### src/rtl/spq_pkg.sv
// ----------------------------------------------------------------------------
// spq_pkg
// Shared types and constants for the sorted priority queue cell chain.
// ----------------------------------------------------------------------------
`default_nettype none

package spq_pkg;

  localparam int CAPACITY     = 16;
  localparam int PAYLOAD_BITS = 32;

  localparam int PRIO_W  = 16;
  localparam int TAG_W   = 32;
  localparam int POS_W   = 8;
  localparam int COUNT_W = 9;
  localparam int CNT_W   = $clog2(CAPACITY + 1);

  typedef enum logic [1:0] {
    OP_PUSH   = 2'd0,
    OP_POP    = 2'd1,
    OP_REMOVE = 2'd2,
    OP_CLEAR  = 2'd3
  } op_t;

  typedef enum logic [1:0] {
    ST_OK    = 2'd0,
    ST_FULL  = 2'd1,
    ST_EMPTY = 2'd2,
    ST_RANGE = 2'd3
  } status_t;

  typedef struct packed {
    logic signed [PRIO_W-1:0] prio;
    logic [PAYLOAD_BITS-1:0]  data;
  } entry_t;

  // per-cell control from the top level
  typedef struct packed {
    logic occupied;
    logic push_en;
    logic pull_en;
  } cell_ctrl_t;

endpackage

`default_nettype wire

### src/rtl/spq_cell.sv
// ----------------------------------------------------------------------------
// spq_cell
// One slot of the sorted chain: keeps, takes the new entry, takes the left
// neighbour on insert, or takes the right neighbour on removal.
// ----------------------------------------------------------------------------
`default_nettype none

module spq_cell (
  input  wire                  clk,
  input  spq_pkg::cell_ctrl_t  ctrl,
  input  spq_pkg::entry_t      new_entry,
  input  wire                  left_after,
  input  spq_pkg::entry_t      left_entry,
  input  spq_pkg::entry_t      right_entry,
  output logic                 after_o,
  output spq_pkg::entry_t      entry_o,
  output spq_pkg::entry_t      entry_nxt_o
);
  import spq_pkg::*;

  entry_t entry_r;
  entry_t entry_nxt;

  // set when the new entry belongs at or before this slot
  assign after_o = !ctrl.occupied || (entry_r.prio > new_entry.prio);

  always_comb begin
    entry_nxt = entry_r;
    if (ctrl.push_en && after_o) begin
      entry_nxt = left_after ? left_entry : new_entry;
    end else if (ctrl.pull_en) begin
      entry_nxt = right_entry;
    end
  end

  always_ff @(posedge clk) begin
    entry_r <= entry_nxt;
  end

  assign entry_o     = entry_r;
  assign entry_nxt_o = entry_nxt;

endmodule

`default_nettype wire

### src/rtl/sorted_priority_queue.sv
// ----------------------------------------------------------------------------
// sorted_priority_queue
// Bounded priority queue held as a sorted chain of cells, head at slot 0.
// ----------------------------------------------------------------------------
// One operation is accepted per clock whenever the output register frees the
// input side (the result beat is taken or none is pending); its result beat
// appears on the next cycle. Every cell compares its priority with the pushed
// one and moves in the same cycle, so the rate is set by one signed compare
// per cell plus the insert/shift select. Ties are served in push order.
`default_nettype none

module sorted_priority_queue (
  input  wire                           clk,
  input  wire                           rst_n,
  input  wire                           in_valid,
  output logic                          in_ready,
  input  wire  [1:0]                    in_operation,
  input  wire  signed [15:0]            in_priority_req,
  input  wire  [31:0]                   in_payload,
  input  wire  [7:0]                    in_position,
  output logic                          out_valid,
  input  wire                           out_ready,
  output logic [1:0]                    out_status,
  output logic                          out_head_valid,
  output logic signed [15:0]            out_head_priority,
  output logic [31:0]                   out_head_payload,
  output logic [8:0]                    out_entry_count
);
  import spq_pkg::*;

  logic [CNT_W-1:0] count_r, count_nxt;
  logic             out_valid_r;
  status_t          status_r, status_nxt;
  logic             head_valid_r;
  entry_t           head_r, head_nxt;

  logic    accept;
  op_t     op;
  logic    is_full, is_empty, pos_ok;
  logic    push_ok, pull_ok;
  entry_t  new_entry;

  cell_ctrl_t ctrl   [CAPACITY];
  logic       after  [CAPACITY];
  entry_t     cur    [CAPACITY];
  entry_t     nxt    [CAPACITY];

  assign in_ready = !out_valid_r || out_ready;
  assign accept   = in_valid && in_ready;
  assign op       = op_t'(in_operation);

  assign is_full  = (count_r == CNT_W'(CAPACITY));
  assign is_empty = (count_r == '0);
  assign pos_ok   = ({{COUNT_W-POS_W{1'b0}}, in_position} < COUNT_W'(count_r));

  assign new_entry.prio = in_priority_req;
  assign new_entry.data = in_payload[PAYLOAD_BITS-1:0];

  assign push_ok = accept && (op == OP_PUSH) && !is_full;
  assign pull_ok = accept && !is_empty &&
                   ((op == OP_POP) || ((op == OP_REMOVE) && pos_ok));

  always_comb begin
    status_nxt = ST_OK;
    count_nxt  = count_r;
    unique case (op)
      OP_PUSH: begin
        if (is_full) status_nxt = ST_FULL;
        else         count_nxt  = count_r + CNT_W'(1);
      end
      OP_POP: begin
        if (is_empty) status_nxt = ST_EMPTY;
        else          count_nxt  = count_r - CNT_W'(1);
      end
      OP_REMOVE: begin
        if (is_empty)    status_nxt = ST_EMPTY;
        else if (!pos_ok) status_nxt = ST_RANGE;
        else             count_nxt  = count_r - CNT_W'(1);
      end
      OP_CLEAR: begin
        count_nxt = '0;
      end
      default: begin
        count_nxt = count_r;
      end
    endcase
  end

  // removal point: pop always shifts from slot 0
  genvar i;
  generate
    for (i = 0; i < CAPACITY; i++) begin : g_cell
      assign ctrl[i].occupied = (CNT_W'(i) < count_r);
      assign ctrl[i].push_en  = push_ok;
      assign ctrl[i].pull_en  = pull_ok &&
        ((op == OP_POP) || (COUNT_W'(i) >= {{COUNT_W-POS_W{1'b0}}, in_position}));

      spq_cell u_cell (
        .clk         (clk),
        .ctrl        (ctrl[i]),
        .new_entry   (new_entry),
        .left_after  ((i == 0) ? 1'b0 : after[(i == 0) ? 0 : i-1]),
        .left_entry  (cur[(i == 0) ? 0 : i-1]),
        .right_entry (cur[(i == CAPACITY-1) ? i : i+1]),
        .after_o     (after[i]),
        .entry_o     (cur[i]),
        .entry_nxt_o (nxt[i])
      );
    end
  endgenerate

  assign head_nxt = nxt[0];

  always_ff @(posedge clk) begin
    if (!rst_n) begin
      count_r     <= '0;
      out_valid_r <= 1'b0;
    end else begin
      if (accept) begin
        count_r     <= count_nxt;
        out_valid_r <= 1'b1;
      end else if (out_ready) begin
        out_valid_r <= 1'b0;
      end
    end
  end

  always_ff @(posedge clk) begin
    if (accept) begin
      status_r     <= status_nxt;
      head_valid_r <= (count_nxt != '0);
      head_r       <= head_nxt;
    end
  end

  assign out_valid         = out_valid_r;
  assign out_status        = status_r;
  assign out_head_valid    = head_valid_r;
  assign out_head_priority = head_valid_r ? head_r.prio : '0;
  assign out_head_payload  = head_valid_r ? TAG_W'(head_r.data) : '0;
  assign out_entry_count   = COUNT_W'(count_r);

`ifndef NO_ASSERTIONS
  a_count_bound: assert property (@(posedge clk) disable iff (!rst_n)
    count_r <= CNT_W'(CAPACITY))
    else $error("entry count above capacity");

  a_full_push: assert property (@(posedge clk) disable iff (!rst_n)
    accept && (op == OP_PUSH) && is_full |=> (out_status == ST_FULL) && $stable(count_r))
    else $error("push on full store not rejected");

  a_clear: assert property (@(posedge clk) disable iff (!rst_n)
    accept && (op == OP_CLEAR) |=> out_valid && (out_entry_count == '0) && !out_head_valid)
    else $error("clear did not empty the store");

  a_head_valid: assert property (@(posedge clk) disable iff (!rst_n)
    out_valid |-> (out_head_valid == (out_entry_count != '0)))
    else $error("head valid disagrees with entry count");
`endif

endmodule

`default_nettype wire

### config.mk
export PLATFORM = sky130hd
export DESIGN_NAME = sorted_priority_queue
export DESIGN_NICKNAME = d
export VERILOG_FILES = /design/src/rtl/spq_pkg.sv /design/src/rtl/spq_cell.sv /design/src/rtl/sorted_priority_queue.sv
export SDC_FILE = /design/constraint.sdc
export NUM_CORES = 2
export LEC_CHECK = 0
export BUFFER_PORTS_ARGS = -buffer_cell sky130_fd_sc_hd__buf_4
export CAP_MARGIN = 10
export CORE_MARGIN = 10
export CORE_UTILIZATION = 45
export CTS_BUF_LIST = sky130_fd_sc_hd__clkbuf_4 sky130_fd_sc_hd__clkbuf_8
export DETAILED_ROUTE_END_ITERATION = 16
export GPL_TIMING_DRIVEN = 0
export SLEW_MARGIN = 25
export SYNTH_ARGS = -nofsm -noshare
export SYNTH_HDL_FRONTEND = slang
export SYNTH_HIERARCHICAL = 1
export SYNTH_SLANG_ARGS = --single-unit
### constraint.sdc
create_clock -name clk -period 4.6 [get_ports clk]
set_input_delay 0.23 -clock clk [delete_from_list [all_inputs] [get_ports clk]]
set_output_delay 0.23 -clock clk [all_outputs]
set_load 0.01 [all_outputs]
Word-level counts from Yosys, hierarchy flattened
Index checks and enable logic that the tools add are counted.
W data, S select, Z words.
Word-level totals
  word-level logic and storage cells: 258
  register bits after elaboration: 825
  output and inout port bits: 62
  bits of input ports: 62
Cells by class
  order comparisons: 48
  muxes and demuxes: 59
  eq/ne operators: 4
  reduce and logical (&&, ||, !) cells: 107
  add/sub/neg operators: 2
Operators with widths (count)
  $mux W48: 45
  $gt A16 B16 Y1: 16
  $ge A4 B8 Y1 const A: 7
  $lt A4 B5 Y1 const A: 8
  $logic_and A1 B1 Y1: 37
  $logic_or A1 B1 Y1: 33
  $ge A3 B8 Y1 const A: 4
  $mux W32: 1
  $reduce_bool A2 Y1: 15
  $lt A3 B5 Y1 const A: 4
  $mux W5: 4
  $pmux W5 S4: 1
  $logic_not A1 Y1: 19
  $ge A1 B8 Y1 const A: 2
  $ge A2 B8 Y1 const A: 2
  $mux W16: 1
  $lt A1 B5 Y1 const A: 2
  $lt A2 B5 Y1 const A: 2
  $lt A8 B5 Y1: 1
  $mux W2: 3
  $pmux W2 S3: 1
  $add A5 B1 Y5 const B: 1
  $eq A5 B5 Y1 const B: 1
  $logic_not A5 Y1: 1
  6 further kinds: 9

Logic depth before layout (Yosys ltp)
  depth after elaboration: 8
  mapped depth: 17
  depth with buffers taken out: 12

Cells and area by module
Netlist, hierarchy kept.
By module, submodules not included
  spq_cell (g_cell[0].u_cell ...): cells an instance 276, sequential area each 960.9 µm², area an instance 2985.4 µm², times used 11
  spq_cell (g_cell[5].u_cell ...): cells an instance 500, sequential area each 960.9 µm², area an instance 4225.3 µm², times used 5
  sorted_priority_queue: cells an instance 269, sequential area each 1651.6 µm², area an instance 3022.9 µm², times used 1

Least setup slack after synthesis
No wires, ideal clock.
  kind: register -> register
  from: reg count_r[0]
  to: reg head_r[33] (netlist name) (data pin)
  path slack: -0.148 ns
  path buffers: 4
  period minus slack after synthesis: 4.748 ns
  setup time: 0.159 ns
  required time: 4.441 ns
  cell stages (with the launch flop): 14
  arrival time: 4.589 ns
  cells stage by stage: dfxtp_1 -> buf_6 -> clkinv_1 -> ha_1 -> or3b_1 -> buf_2 -> o21ai_1 -> nor2_1 -> nand2_1 -> or3b_2 -> nand4_2 -> buf_6 -> buf_12 -> mux2i_1
RTL lines
  start: declaration: line sorted_priority_queue.sv:31  | logic [CNT_W-1:0] count_r, count_nxt;
  start signal: assignment: line sorted_priority_queue.sv:120  | count_r <= count_nxt;
  end signal: assignment: line sorted_priority_queue.sv:132  | head_r <= head_nxt;
  end: declaration: line sorted_priority_queue.sv:35  | entry_t head_r, head_nxt;

==> impl_metrics.toml <==
[timing]
timing.final.crit_share_pct = 95.68
finalHoldViolCount = 0
setup_tns_ps = 0
skew_ps = 34.91
period_minus_slack_ps = 4401
worst_pin_slew_ps = 952.4
fmax_mhz = 227.2
finalSetupViolCount = 0
rsz0062_at_grt = "false"
layout_setup_ws_ps = 198.8
hold-worst-slack_ps = 116.5
max_slew_margin_pct = 36.51
maxSlewViolCount = 0

[yosys]
syn_inst = 5801
netlist_area_mm2 = 0.05697
yosysWarningCount = 6
avgSynthCellArea_um2 = 9.820

[global_route]
antenna_found_initial = 4
grt.overflow.total = 0
track_usage_pct = 24.12
grt_max_degree = 36
grt_pass1_wl_um = 275100
grt_pass1_vias = 47500

[run]
max_cap_viol_count = 0

[layout]
regArea_mm2 = 0.01703
drive_above_1_share_pct = 16.30
multi_input_area_mm2 = 0.03626
fin_cells = 7915
stdcell_area_mm2 = 0.06410
syn2layout_area_growth_pct = 12.52
n_fill_cell = 11720
layout.nets = 6462

[placed_design]
finalWeightedCongestion = 0.9059
placed_area_mm2 = 0.06007
placed_cells = 7577
portBuffers = 118
dp_hpwl_um = 136000
place_ws_ps = -837.5

[worst_setup_path]
arrival_ps = 5160
end_kind = "flop"
critPathRequiredTime_ps = 5360
worst-setup-path-type = "reg -> reg"
path_cells = "ha_1, and4_1, a221oi_1, nand2_1, xor2_1, o21ai_0, clkbuf_1, buf_2, clkbuf_1, mux2i_1, mux2i_1"
critPathSlowestCell = "a221oi_1"
cp-start-kind = "flop"
crit_family = "buffers and inverters"
crit_path_max_incr_delay_ps = 730
ff2ff_setup_slack_ps = 200
critPathMaxFanout = 10
worst-path-buf-inv = 3

[floorplan]
io_pins = 124
num_rows = 130
start_util_pct = 45.31
core_mm2 = 0.1257
floorplan.die.height_um = 375.8
dieArea_mm2 = 0.1412
die_w_um = 375.8

[routing]
avgViaCountPerCell = 5.886
drt-total-wl_um = 176800
drc = 0
vias = 46590
drt_iter0_drc = 3541
wl_per_cell_um = 22.34
drtPass1Iterations = 6
drtAntennaViolNets = 0

[outcome]
status = "finished clean"

[cts]
clock_path_buffers = 3
cts_tree = "done"
h-tree-depth = 4
clk_latency_ps = 890
cts-root-buf = "clkbuf_8"
cts.sinks = 825
clkTransAtPathRegs_ps = 60
cts_buffers = 157

[power_and_ir_drop]
cellLeakagePower_nw = 29.04
p_per_area_mw_per_mm2 = 603.8
vdd_drop_max_mv = 0.3457

[worst_hold_path]
holdCritPathClass = "in -> reg"
routing by layer:
layer | track usage, % | routed length (um) | vias to the layer above
met5 | 0 | 27 | -
li1 | - | - | 22190
met1 | 33.78 | 84190 | 22770
met3 | 4.053 | 10050 | 307
met2 | 37.53 | 77700 | 1314
met4 | 7.402 | 4874 | 4
cell usage in the layout (no fill, tap or decap), drive strengths merged, types with 5 or more instances in the layout:
cell,count
mux2i,1825
dfxtp,774
clkbuf,520
a211oi,494
nand2,359
inv,312
buf,307
o21ai,297
ha,263
and3,242
mux2,235
a21oi,107
dlygate4sd3,55
nand4,55
edfxtp,51
and2,50
nor2,41
nand2b,30
or3b,23
clkinv,21
nor3,18
a21o,17
nand3,12
nor4,12
o221ai,12
and4,11
a221oi,11
nand3b,11
xor2,10
nor2b,7
o211ai,7
a31oi,7
diode,6
a211o,6
o31a,6
conb,5
clkinvlp,5
bufinv,5
a41o,5
or4,5
worst reg2reg max path, stage by stage, from the launching register on:
cell and delay (ps):
dfxtp_1 510, ha_1 420, and4_1 270, a221oi_1 730, nand2_1 150, xor2_1 180, o21ai_0 170, clkbuf_1 390
buf_2 490, clkbuf_1 610, mux2i_1 270, mux2i_1 90
power by group:
part | switching (mW) | internal (mW) | total [mW]
sequential | 3.50 | 10.8 | 14.3
combinational | 8.88 | 7.55 | 16.4
clock | 3.44 | 4.51 | 7.95
total | 15.8 | 22.9 | 38.7
sequential cells by signal, summed over array words and instances (netlist names):
name                   count
count_r                    5
g_cell.u_cell/entry_o    768
head_r                    48
out_head_valid             1
out_status                 2
out_valid                  1
path summary, 6_finish.rpt:
kind / depth (start not counted) / end / from
worst max-delay path: 11 / g_cell[14].u_cell/entry_o[30]$_DFF_P_ / g_cell[13].u_cell/entry_o[47]$_DFF_P_
worst min-delay path: 4 / count_r[1]$_SDFFE_PN0P_ / out_ready
worst min register to register: 2 / g_cell[15].u_cell/entry_o[20]$_DFF_P_ / g_cell[15].u_cell/entry_o[20]$_DFF_P_
worst max register to register: 11 / g_cell[14].u_cell/entry_o[30]$_DFF_P_ / g_cell[13].u_cell/entry_o[47]$_DFF_P_
metrics by stage:
| step | util, % | power [mW] |
|---|---|---|
| final | 50.98 | 38.71 |
| after global routing | 50.97 | 41.39 |
| after detailed placement | 47.77 | 30.57 |
| after CTS | 50.95 | 38.69 |
| after floorplan | - | 25.51 |
| after global placement | 47.67 | 30.07 |
area by class of cell:
cell class,instances,area share (%)
flip-flops and latches,825,26.57
clock inverters,34,0.5348
multi-input cells,4209,56.57
inverters,309,1.811
well taps,1650,3.221
clock buffers,247,4.776
repair buffers,177,2.401
diodes,6,0.02342
plain buffers,458,4.099
what timing repair did:
item | 4_1_cts | 5_1_grt
resized for setup | 16 | 21
hold buffers | 55 | 0
buffers inserted | 0 | 0
hold endpoints to repair | 728 | 0
pin swaps | 0 | 0
setup endpoints to repair | 466 | 140
No activity file was read; power rests on OpenSTA's default activity.
